File: config.mk
export PLATFORM = sky130hd
export DESIGN_NAME = gn3_norm
export DESIGN_NICKNAME = d
export VERILOG_FILES = /design/src/hw/rtl/gn3_pkg.sv /design/src/hw/rtl/gn3_norm.sv
export SDC_FILE = /design/constraint.sdc
export NUM_CORES = 1
export LEC_CHECK = 0
export BUFFER_PORTS_ARGS = -buffer_cell sky130_fd_sc_hd__buf_2
export CAP_MARGIN = 10
export CORE_AREA = 2 2 173 175
export DETAILED_ROUTE_END_ITERATION = 8
export DIE_AREA = 0 0 175 177
export GPL_TIMING_DRIVEN = 0
export PLACE_DENSITY = 0.77
export REMOVE_ABC_BUFFERS = 1
export SLEW_MARGIN = 20
export SYNTH_ARGS = -nofsm -noshare
export SYNTH_HDL_FRONTEND = slang
export SYNTH_SLANG_ARGS = --single-unit
File: constraint.sdc
create_clock -name clock -period 26.2 [get_ports clock]
set_input_delay 7.86 -clock clock [delete_from_list [all_inputs] [get_ports clock]]
set_output_delay 7.86 -clock clock [all_outputs]
set_load 0.03 [all_outputs]
File: src/hw/rtl/gn3_pkg.sv
// ----------------------------------------------------------------------------
// Gradient noise package
// Shared constants, state types and the interface structs between the
// evaluator and its gradient normalization unit.
// ----------------------------------------------------------------------------
package gn3_pkg;

   localparam int TABLE_SIZE = 256;
   localparam int TBL_AW     = $clog2(TABLE_SIZE);

   localparam logic OP_WRITE = 1'b0;
   localparam logic OP_EVAL  = 1'b1;

   localparam int COORD_W = 32;
   localparam int FRAC_W  = 16;
   localparam int GRAD_W  = 18;
   localparam int ROOT_W  = 24;
   localparam int QUOT_W  = 18;
   localparam int SAMP_W  = 20;
   localparam int NOISE_W = 19;

   localparam logic signed [SAMP_W-1:0] NOISE_MAX = 20'sd131072;
   localparam logic signed [SAMP_W-1:0] NOISE_MIN = -20'sd131072;

   typedef enum logic [3:0] {
      ST_IDLE,
      ST_SETUP,
      ST_LOAD,
      ST_MUL,
      ST_XOR,
      ST_GRAD,
      ST_NSTART,
      ST_NORM,
      ST_DOT,
      ST_STORE,
      ST_LMUL,
      ST_LADD,
      ST_DONE
   } gn3_state_type;

   typedef enum logic [2:0] {
      NS_IDLE,
      NS_SQ,
      NS_ROOT,
      NS_DSET,
      NS_DIV,
      NS_DONE
   } gn3_norm_state_type;

   typedef struct packed {
      logic             start;
      logic [2:0][7:0]  vec;
   } gn3_norm_req_type;

   typedef struct packed {
      logic                    done;
      logic [2:0][GRAD_W-1:0]  grad;
   } gn3_norm_rsp_type;

endpackage

File: src/hw/rtl/gn3_norm.sv
// ----------------------------------------------------------------------------
// Gradient normalization unit
// Scales a vector of three signed bytes to unit length in Q1.16 with a
// bit-serial square root and a bit-serial restoring divider.
// ----------------------------------------------------------------------------
module gn3_norm (
   input  logic                      clock,
   input  logic                      reset,
   input  gn3_pkg::gn3_norm_req_type req,
   output gn3_pkg::gn3_norm_rsp_type rsp
);

   gn3_pkg::gn3_norm_state_type state_ff, state_in;
   logic [2:0][7:0]                        vec_ff, vec_in;
   logic [15:0]                            n_ff, n_in;
   logic [1:0]                             k_ff, k_in;
   logic [4:0]                             it_ff, it_in;
   logic [47:0]                            rad_ff, rad_in;
   logic [25:0]                            rem_ff, rem_in;
   logic [gn3_pkg::ROOT_W-1:0]             root_ff, root_in;
   logic [40:0]                            drem_ff, drem_in;
   logic [40:0]                            ds_ff, ds_in;
   logic [gn3_pkg::QUOT_W-1:0]             q_ff, q_in;
   logic [2:0][gn3_pkg::GRAD_W-1:0]        grad_ff, grad_in;

   logic [7:0]                  cur_v;
   logic [7:0]                  mag;
   logic [15:0]                 nsum;
   logic [27:0]                 remx;
   logic [27:0]                 trial;
   logic                        qbit;
   logic [gn3_pkg::QUOT_W-1:0]  qfin;
   logic [gn3_pkg::QUOT_W-1:0]  qsat;

   always_ff @(posedge clock) begin
      if (reset) begin
         state_ff <= gn3_pkg::NS_IDLE;
      end else begin
         state_ff <= state_in;
      end
      vec_ff  <= vec_in;
      n_ff    <= n_in;
      k_ff    <= k_in;
      it_ff   <= it_in;
      rad_ff  <= rad_in;
      rem_ff  <= rem_in;
      root_ff <= root_in;
      drem_ff <= drem_in;
      ds_ff   <= ds_in;
      q_ff    <= q_in;
      grad_ff <= grad_in;
   end

   always_comb begin
      state_in = state_ff;
      vec_in   = vec_ff;
      n_in     = n_ff;
      k_in     = k_ff;
      it_in    = it_ff;
      rad_in   = rad_ff;
      rem_in   = rem_ff;
      root_in  = root_ff;
      drem_in  = drem_ff;
      ds_in    = ds_ff;
      q_in     = q_ff;
      grad_in  = grad_ff;

      unique case (k_ff)
         2'd0:    cur_v = vec_ff[0];
         2'd1:    cur_v = vec_ff[1];
         default: cur_v = vec_ff[2];
      endcase
      mag   = cur_v[7] ? (~cur_v + 8'd1) : cur_v;
      nsum  = n_ff + ({8'd0, mag} * {8'd0, mag});
      remx  = {rem_ff, rad_ff[47:46]};
      trial = {2'b00, root_ff, 2'b01};
      qbit  = (drem_ff >= ds_ff);
      qfin  = {q_ff[gn3_pkg::QUOT_W-2:0], qbit};
      qsat  = (qfin > 18'd65536) ? 18'd65536 : qfin;

      unique case (state_ff)
         gn3_pkg::NS_IDLE: begin
            if (req.start) begin
               vec_in   = req.vec;
               n_in     = '0;
               k_in     = '0;
               state_in = gn3_pkg::NS_SQ;
            end
         end
         gn3_pkg::NS_SQ: begin
            n_in = nsum;
            if (k_ff == 2'd2) begin
               if (nsum == '0) begin
                  grad_in  = '0;
                  state_in = gn3_pkg::NS_DONE;
               end else begin
                  rad_in   = {nsum, 32'd0};
                  rem_in   = '0;
                  root_in  = '0;
                  it_in    = 5'd23;
                  state_in = gn3_pkg::NS_ROOT;
               end
            end else begin
               k_in = k_ff + 2'd1;
            end
         end
         gn3_pkg::NS_ROOT: begin
            rad_in = {rad_ff[45:0], 2'b00};
            if (remx >= trial) begin
               rem_in  = 26'(remx - trial);
               root_in = {root_ff[gn3_pkg::ROOT_W-2:0], 1'b1};
            end else begin
               rem_in  = remx[25:0];
               root_in = {root_ff[gn3_pkg::ROOT_W-2:0], 1'b0};
            end
            it_in = it_ff - 5'd1;
            if (it_ff == '0) begin
               k_in     = '0;
               state_in = gn3_pkg::NS_DSET;
            end
         end
         gn3_pkg::NS_DSET: begin
            drem_in  = {1'b0, mag, 32'd0} + {17'd0, 1'b0, root_ff[gn3_pkg::ROOT_W-1:1]};
            ds_in    = {root_ff, 17'd0};
            q_in     = '0;
            it_in    = 5'd17;
            state_in = gn3_pkg::NS_DIV;
         end
         gn3_pkg::NS_DIV: begin
            if (qbit) begin
               drem_in = drem_ff - ds_ff;
            end
            ds_in = {1'b0, ds_ff[40:1]};
            q_in  = qfin;
            it_in = it_ff - 5'd1;
            if (it_ff == '0) begin
               grad_in[k_ff] = cur_v[7] ? (~qsat + 18'd1) : qsat;
               if (k_ff == 2'd2) begin
                  state_in = gn3_pkg::NS_DONE;
               end else begin
                  k_in     = k_ff + 2'd1;
                  state_in = gn3_pkg::NS_DSET;
               end
            end
         end
         gn3_pkg::NS_DONE: begin
            state_in = gn3_pkg::NS_IDLE;
         end
         default: begin
            state_in = gn3_pkg::NS_IDLE;
         end
      endcase
   end

   assign rsp.done = (state_ff == gn3_pkg::NS_DONE);
   assign rsp.grad = grad_ff;

endmodule

Word level (Yosys, flattened, before mapping)
Cells that the tools add are included.
Widths: inputs -> output; s select.
{"block": "classes", "div": 0, "shifts": 0, "order_cmp": 5, "n_mul": 1, "n_eq_ne": 14, "reduce_logical": 20, "add_sub_neg": 8, "n_mux": 43, "bitwise": 2}
{"op": "$pmux 41 s2", "count": 2}
{"op": "$mux 54", "count": 3}
{"op": "$pmux 54 s2", "count": 1}
{"op": "$mux 48", "count": 2}
{"op": "$pmux 48 s2", "count": 1}
{"op": "$mux 26", "count": 3}
{"op": "$bwmux 54", "count": 1}
{"op": "$mux 18", "count": 3}
{"op": "$pmux 26 s2", "count": 1}
{"op": "$mux 24", "count": 2}
{"op": "$pmux 24 s2", "count": 1}
{"op": "$add 40x23->41", "count": 1}
{"op": "$ge 41x41->1", "count": 1}
{"op": "$mux 41", "count": 1}
{"op": "$sub 41x41->41", "count": 1}
{"op": "$demux 18 s2", "count": 1}
{"op": "$pmux 17 s2", "count": 1}
{"op": "$pmux 16 s2", "count": 1}
{"op": "$ge 28x26->1", "count": 1}
{"op": "$sub 26x26->26", "count": 1}
{"op": "$add 18x1->18 const B", "count": 1}
{"op": "$gt 18x17->1 const B", "count": 1}
{"op": "$mux 3", "count": 6}
{"op": "$not 18->18", "count": 1}
{"op": "35 further kinds", "count": 55}
{"block": "totals", "latch_bits": 0, "mem_bits_rw": 0, "n_memories": 0, "word_cells": 109, "register_bits": 301, "romBits": 0, "inputBits": 27}

Logic depth before layout (Yosys ltp)
Gate-level depths: netlist (run 1).
{"block": "depth", "ltp_word": 11, "depth_mapped": 31, "ltp_nobuf": 30}

Worst setup path after synthesis (run 1)
Ideal clock, no wire load.
{"block": "synth_path", "path_type": "reg2reg", "from": "register k_ff[0]", "to": "register grad_ff, in the netlist rsp[0] (enable)", "path_stages_with_launch": 28, "t_arrival_ns": 10.428, "slack_ns": 15.226, "n_path_buf": 2, "synth_period_minus_slack_ns": 10.974, "path_cell_list": "edfxtp_1 inv_1 ha_1 clkbuf_1 nor2_1 clkbuf_1 a21o_1 a211oi_1 and2_1 nor2_1 xor2_1 inv_1 nand2_1 inv_1 fa_1 fa_1 fa_1 inv_1 fa_1 inv_1 ha_1 or2_2 a21o_1 o2111a_1 or4_1 a21oi_1 nand4_1 o31ai_1"}
{"block": "synth_via", "elab_chain_cells": 10, "elab_cells_between_ends": 13, "cone_classes": "add/sub: 2; mul: 1; eq/ne: 4; mux: 2; bitwise: 1; reduce/logical: 3"}
{"item": "start, declared", "line": "gn3_norm.sv:16", "text": "logic [1:0] k_ff, k_in;"}
{"item": "start signal, assigned", "line": "gn3_norm.sv:43", "text": "k_ff <= k_in;"}
{"item": "$eq 2x1->1 or $logic_not 2->1 (tied branches)", "line": "gn3_norm.sv:68", "text": "unique case (k_ff)"}
{"item": "$pmux 8 s2", "line": "gn3_norm.sv:68"}
{"item": "$not 8->8", "line": "gn3_norm.sv:73", "text": "mag = cur_v[7] ? (~cur_v + 8'd1) : cur_v;"}
{"item": "$add 8x1->8", "line": "gn3_norm.sv:73"}
{"item": "$mux 8", "line": "gn3_norm.sv:73"}
{"item": "$mul 8x8->16", "line": "gn3_norm.sv:74", "text": "nsum = n_ff + ({8'd0, mag} * {8'd0, mag});"}
{"item": "$add 16x16->16", "line": "gn3_norm.sv:74"}
{"item": "$logic_not 16->1", "line": "gn3_norm.sv:93", "text": "if (nsum == '0) begin"}
{"item": "$ne 2x2->1 (no line)"}
{"item": "$reduce_and 4->1 (no line) *"}
{"item": "end signal, assigned", "line": "gn3_norm.sv:51", "text": "grad_ff <= grad_in;"}
{"item": "end, declared", "line": "gn3_norm.sv:24", "text": "logic [2:0][gn3_pkg::GRAD_W-1:0] grad_ff, grad_in;"}
Every way passes the cells marked *; elsewhere a longest branch is shown, timed or not.
A chain may end at the register's enable or synchronous reset.

==> results of run 1 <==
## synth_stat cells, drive strengths merged (9+ instances only)
| cell | number |
|---|---|
| nand3 | 24 |
| a211oi | 16 |
| xnor2 | 54 |
| nand2b | 12 |
| o21bai | 10 |
| nor3 | 26 |
| and2 | 18 |
| ha | 110 |
| edfxtp | 266 |
| a21o | 46 |
| o21ai | 136 |
| inv | 186 |
| mux2i | 27 |
| o211ai | 12 |
| nor2 | 178 |
| o31ai | 13 |
| nand2 | 133 |
| xor2 | 25 |
| and3 | 23 |
| a21oi | 123 |
| nand4 | 14 |
| o21a | 19 |
| clkbuf | 58 |
| fa | 39 |
| or2 | 9 |
## worst min path at each step
| stage | slack [ns] | startpoint | endpoint | cells past startpoint |
|---|---|---|---|---|
| 2_1_floorplan | 0.48 | rad_ff[32] | rad_ff[34] | 2 |
| 3_3_place_gp | 0.49 | rad_ff[33] | rad_ff[35] | 2 |
| 3_5_place_dp | 0.51 | rad_ff[42] | rad_ff[44] | 2 |
| 4_1_cts | 0.53 | rad_ff[42] | rad_ff[44] | 2 |
| 5_1_grt | 0.55 | rad_ff[32] | rad_ff[34] | 2 |
| 6_report | 0.53 | rad_ff[32] | rad_ff[34] | 2 |
## registers in the layout, indices dropped and copies added (netlist names)
name / count
q_ff: 17
root_ff: 24
rsp: 54
rem_ff: 26
vec_ff: 24
k_ff: 2
rad_ff: 16
state_ff: 3
it_ff: 5
drem_ff: 41
n_ff: 16
ds_ff: 41
## layout make-up
cell class,instances,area [µm²]
fillers,2244,10000
multi-input cells,1189,8330
flip-flops and latches,269,8050
clock buffers,36,795
repair buffers,99,739
inverters,186,698
well taps,390,488
clock inverters,16,150
## worst max-delay path, cell delays in order (launching register included)
cell and delay (ns):
dfxtp_1 0.78, nand2_1 0.27, nor2_1 0.15, buf_2 0.22
## stage by stage
stage               cell area, µm²  utilization [%]  worst slack, ns  hold slack (ns)  cells
finish                       19200             65.8            16.35            0.526   2185
detailed placement           18300             62.6            16.46            0.512   2133
global route                 19200             65.8            15.78            0.546   2185
global placement             17900             61.1            11.28            0.490   2115
floorplan                    17000                -            14.59            0.484   1644
CTS                          19200             65.8            16.34            0.526   2185
## logic make-up after synthesis
family	synth area share, %
AO/OA/AOI/OAI	17.0
adder cells (fa/ha/maj)	12.5
multiplexers	1.63
flip-flops	46.7
buffers and inverters	5.62
AND/OR/NAND/NOR	12.5
other	0.0436
XOR/XNOR	4.01
## metal layers
| layer | share of wire [%] | GRT usage, % | vias up |
|---|---|---|---|
| met5 | 0 | 0 | - |
| li1 | - | - | 6241 |
| met2 | 49 | 43.8 | 427 |
| met4 | 3.3 | 8.99 | 0 |
| met1 | 42 | 33.7 | 6280 |
| met3 | 5.2 | 3.07 | 84 |
==> reports/metrics.yaml, run 1 <==
tightest_slew_ns: 0.943
endpoint_kind: "output port"
clk_pin_slew_worst_paths_ns: 0.06
finalWirelength_mm: 39.4
synth.avg_cell_area_um2: 10.1
nets: 1952
viasPerCell: 5.96
die_x_um: 175
finalMaxSlewViolations: 0
fin_crit_sh_pct: 37.6
worst_r2r_endpoint: "rsp[3]"
grt_use_total_pct: 25.6
seq_area_frac_synth_pct: 46.7
final_common_cell: "edfxtp_1"
max_freq_mhz: 102
synth_top_area_share_pct: 46.3
dp_hpwl_mm: 28.6
drcViolationCount: 0
io_pins: 82
place_congestion: 0.866
die_area_um2: 31000
clock_latency_ns: 0.57
drive_above_1_share_pct: 9.75
cp-startpoint: "state_ff[2]"
die_y_um: 177
synth_largest_area_cell: "edfxtp_1"
finalHoldViolCount: 0
async_flop_share_pct: 0
crit_fanout: 22
cts_buffers: 31
yosys.cell_types.count: 74
synth_edf_count: 266
layout_common_cells: "266 x edfxtp_1, 186 x inv_1, 175 x nor2_1"
rsz0062_at_grt: "false"
antenna_found_initial: 0
grt_pass1_wl_mm: 64.6
ctsResizeCount: 0
fp-row-count: 63
clock_path_buffers: 3
synth.area.top_cells: "edfxtp_1 46%, ha_1 8.0%, fa_1 4.5%, inv_1 4.0%, nor2_1 3.9%"
relSlewSlack_pct: 37.1
clkSinkCount: 269
regToRegStartpoint: "k_ff[1]"
setup_viol: 0
layout_min_cycle_time_ns: 9.85
portBuffers: 81
cts_max_level: 1
drt-wirelength-per-cell_um: 18.0
regToRegSetupSlack_ns: 16.42
grt_pass1_vias: 13000
ys_warn_count: 0
status: "complete, no violations"
synth.ff_latch_count: 269
syn_to_final_growth_pct: 11.6
hold_path.class: "flop to flop"
grt_max_degree: 74
path_class: "flop to output port"
clock_skew_ns: 0.0148
maxCapViolCount: 0
initial_utilization_pct: 59.0
setup.worst_path.end: "rsp[54]"
tritoncts: "done"
postRouteAntennaNets: 0
cts_root_buf: "clkbuf_16"
start_kind: "flop"
postCtsHoldBufs: 0
antenna_cells: 0
tns_ns: 0
grt_overflow: 0
vias: 13000
first_pass_iters: 5
critPathRequiredTime_ns: 18.34
cts_setup_buffers: 0
ys.flop_type: "edfxtp_1"
worst_ep_arrival_time_ns: 1.99
worstRegToRegCells: 28
core_area_um2: 29200
first_iter_violations: 1276
synthCells: 1706
syn_area_um2: 17200
Power of run 1 is left out: the tool's default activity adds up to more than one toggle a clock period on the data nets, which glitch-free logic cannot reach.
==> run 2, diff against run 1 <==
CORE_AREA = 2 2 177 179   (was 2 2 173 175)
DIE_AREA = 0 0 179 181   (was 0 0 175 177)
clock period = 8.9 ns   (was 26.2 ns; I/O delays follow)
==> run 2 against run 1 <==
Net effect:
- critical path depth increased by 28
- non-clock buffer count increased by 1
- worst hold slack got worse by 0.014 ns
- clock skew decreased by 0.0036 ns
- global-route usage decreased by 1.1 points
- via count increased by 0.81%
- register-to-register slack got worse by 16 ns
==> reports/metrics.yaml, run 2 (synthesis results as in run 1) <==
worst_ep_arrival_time_ns: 8.79  # +6.80 ns
final_area_um2: 19400  # +0.62%
worstHoldStart: "rad_ff[42]"
dpl_cell_area_um2: 18300  # -0.17%
post-place-ws_ns: -0.666  # -17.12 ns
dp_hpwl_mm: 28.4  # -0.90%
start_kind: "flop"
crit_slowest_cell: "fa_1"
clkSinkCount: 269  # unchanged
tritoncts: "done"
cp-startpoint: "k_ff[0]"
fp-row-count: 64  # +1.6%
io_pins: 82  # unchanged
maxCapViolCount: 0  # unchanged
nets: 1952  # unchanged
final_util_pct: 63.8  # -2.0 points
clk_pin_slew_worst_paths_ns: 0.06  # about the same
fin_crit_sh_pct: 95.9
viasPerCell: 5.98  # +0.35%
regToRegStartpoint: "k_ff[0]"
portBuffers: 81  # unchanged
vias: 13100  # +0.81%
hold_path.class: "flop to flop"
worstHoldEndpoint: "rad_ff[44]"
fillers: 2357  # +5.0%
cpMostUsedCell: "inv_1"
core_area_um2: 30300  # +3.8%
cts_root_buf: "clkbuf_16"
regToRegSetupSlack_ns: 0.37  # -16.05 ns
grt_pass1_vias: 12900  # -0.75%
max_stage_delay_ns: 0.54  # -0.24 ns
antenna_cells: 0  # unchanged
whs_path_depth: 2  # unchanged
drcViolationCount: 0  # unchanged
cts_buffers: 30  # -3.2%
grt_pass1_wl_mm: 64.6  # about the same
tightest_slew_ns: 0.940  # -0.00316 ns
finalHoldViolCount: 0  # unchanged
max_freq_mhz: 117
drt-wirelength-per-cell_um: 17.9  # -0.87%
die_y_um: 181  # +2.3%
status: "complete, no violations"
relSlewSlack_pct: 37.1  # about the same
first_pass_iters: 6  # +1
first_iter_violations: 1385  # +8.5%
antenna_found_initial: 0  # unchanged
largest_reg_flops: 54  # unchanged
syn_to_final_growth_pct: 12.3
clock_latency_ns: 0.56  # about the same
place_congestion: 0.890  # +2.7%
critPathRequiredTime_ns: 9.16  # -9.18 ns
crit_fanout: 25  # +14%
final_common_cell: "edfxtp_1"
worstRegToRegCells: 31  # +11%
worst_r2r_endpoint: "rsp[43]"
finalWirelength_mm: 39.2  # -0.42%
setup_viol: 0  # unchanged
layout_min_cycle_time_ns: 8.53
clock_skew_ns: 0.0111  # -0.00365 ns
finalMaxSlewViolations: 0  # unchanged
crit_buf_inv: 12  # +11
grt_overflow: 0  # unchanged
postRouteAntennaNets: 0  # unchanged
drive_above_1_share_pct: 10.3  # +0.59 points
endpoint_kind: "flop"
grt_max_degree: 70  # -5.4%
layout_common_cells: "266 x edfxtp_1, 186 x inv_1, 174 x nor2_1"
tns_ns: 0  # unchanged
clock_path_buffers: 3  # unchanged
grt_use_total_pct: 24.5  # -1.1 points
path_class: "flop to flop"
rsz0062_at_grt: "false"
initial_utilization_pct: 56.8  # -2.1 points
die_area_um2: 32400  # +4.6%
cts_max_level: 1  # unchanged
die_x_um: 179  # +2.3%
worst_path_dominant_cell_family: "adder cells"
worst_slack_ns: 0.365  # -15.98 ns
## run 2: cell count changes in the layout (fill, tap and decap cells not counted), moves of 2 or more
cell / delta
clkbuf_1: +3
ha_2: -2
clkinv_1: -4
buf_4: +3
clkbuf_8: +3
ha_4: +2
## run 2: timing repair
item | 4_1_cts | 5_1_grt
buffers inserted | 3 | 0
hold buffers | 0 | 0
resized for setup | 2 | 8
pin swaps | 2 | 0
setup endpoints to repair | 120 | 125
## run 2: stage by stage
| stage | instances | hold WS [ns] |
|---|---|---|
| after floorplan | 1644 | 0.484 |
| after global placement | 2121 | 0.488 |
| after detailed placement | 2137 | 0.498 |
| after CTS | 2195 | 0.513 |
| after global routing | 2195 | 0.541 |
| final | 2195 | 0.512 |
## run 2: routing by layer
layer | track usage, % | part of all wire (%) | up-vias
li1 | - | - | 6245
met1 | 33.6 | 43 | 6392
met2 | 40.3 | 49 | 419
met3 | 3.26 | 5.3 | 81
met4 | 7.87 | 3.2 | 0
met5 | 0 | 0 | -
## run 2: worst register-to-register path: cells and delay by family (launching register included)
| kind | cells | cell delay [ns] |
|---|---|---|
| AOI/OAI and AO/OA | 5 | 1.13 |
| xor gates and xnor gates | 1 | 0.41 |
| adders and majority gates | 7 | 2.96 |
| buffers and inverters | 12 | 1.93 |
| DFF | 1 | 0.43 |
| and+or+nand+nor | 6 | 1.37 |
## run 2: cell type report
type,count,area (µm²),share of cell area (%)
timing repair buffer,100,723,3.73
clock buffer,42,847,4.37
sequential,269,8050,41.6
clock inverter,13,164,0.846
inverter,186,698,3.61
tap,396,495,2.56
multi-input combinational,1189,8390,43.3
## run 2: worst max path at each step
stage / depth (start not counted) / endpoint / slack (ns)
6_report: 31 / rsp[43] / 0.37
5_1_grt: 31 / rsp[43] / 0.03
3_5_place_dp: 30 / rsp[7] / -0.67
2_1_floorplan: 26 / rsp[0] / -2.71
4_1_cts: 31 / rsp[43] / 0.01
3_3_place_gp: 24 / rsp[14] / -5.93
Power of run 2 is left out for the same reason.
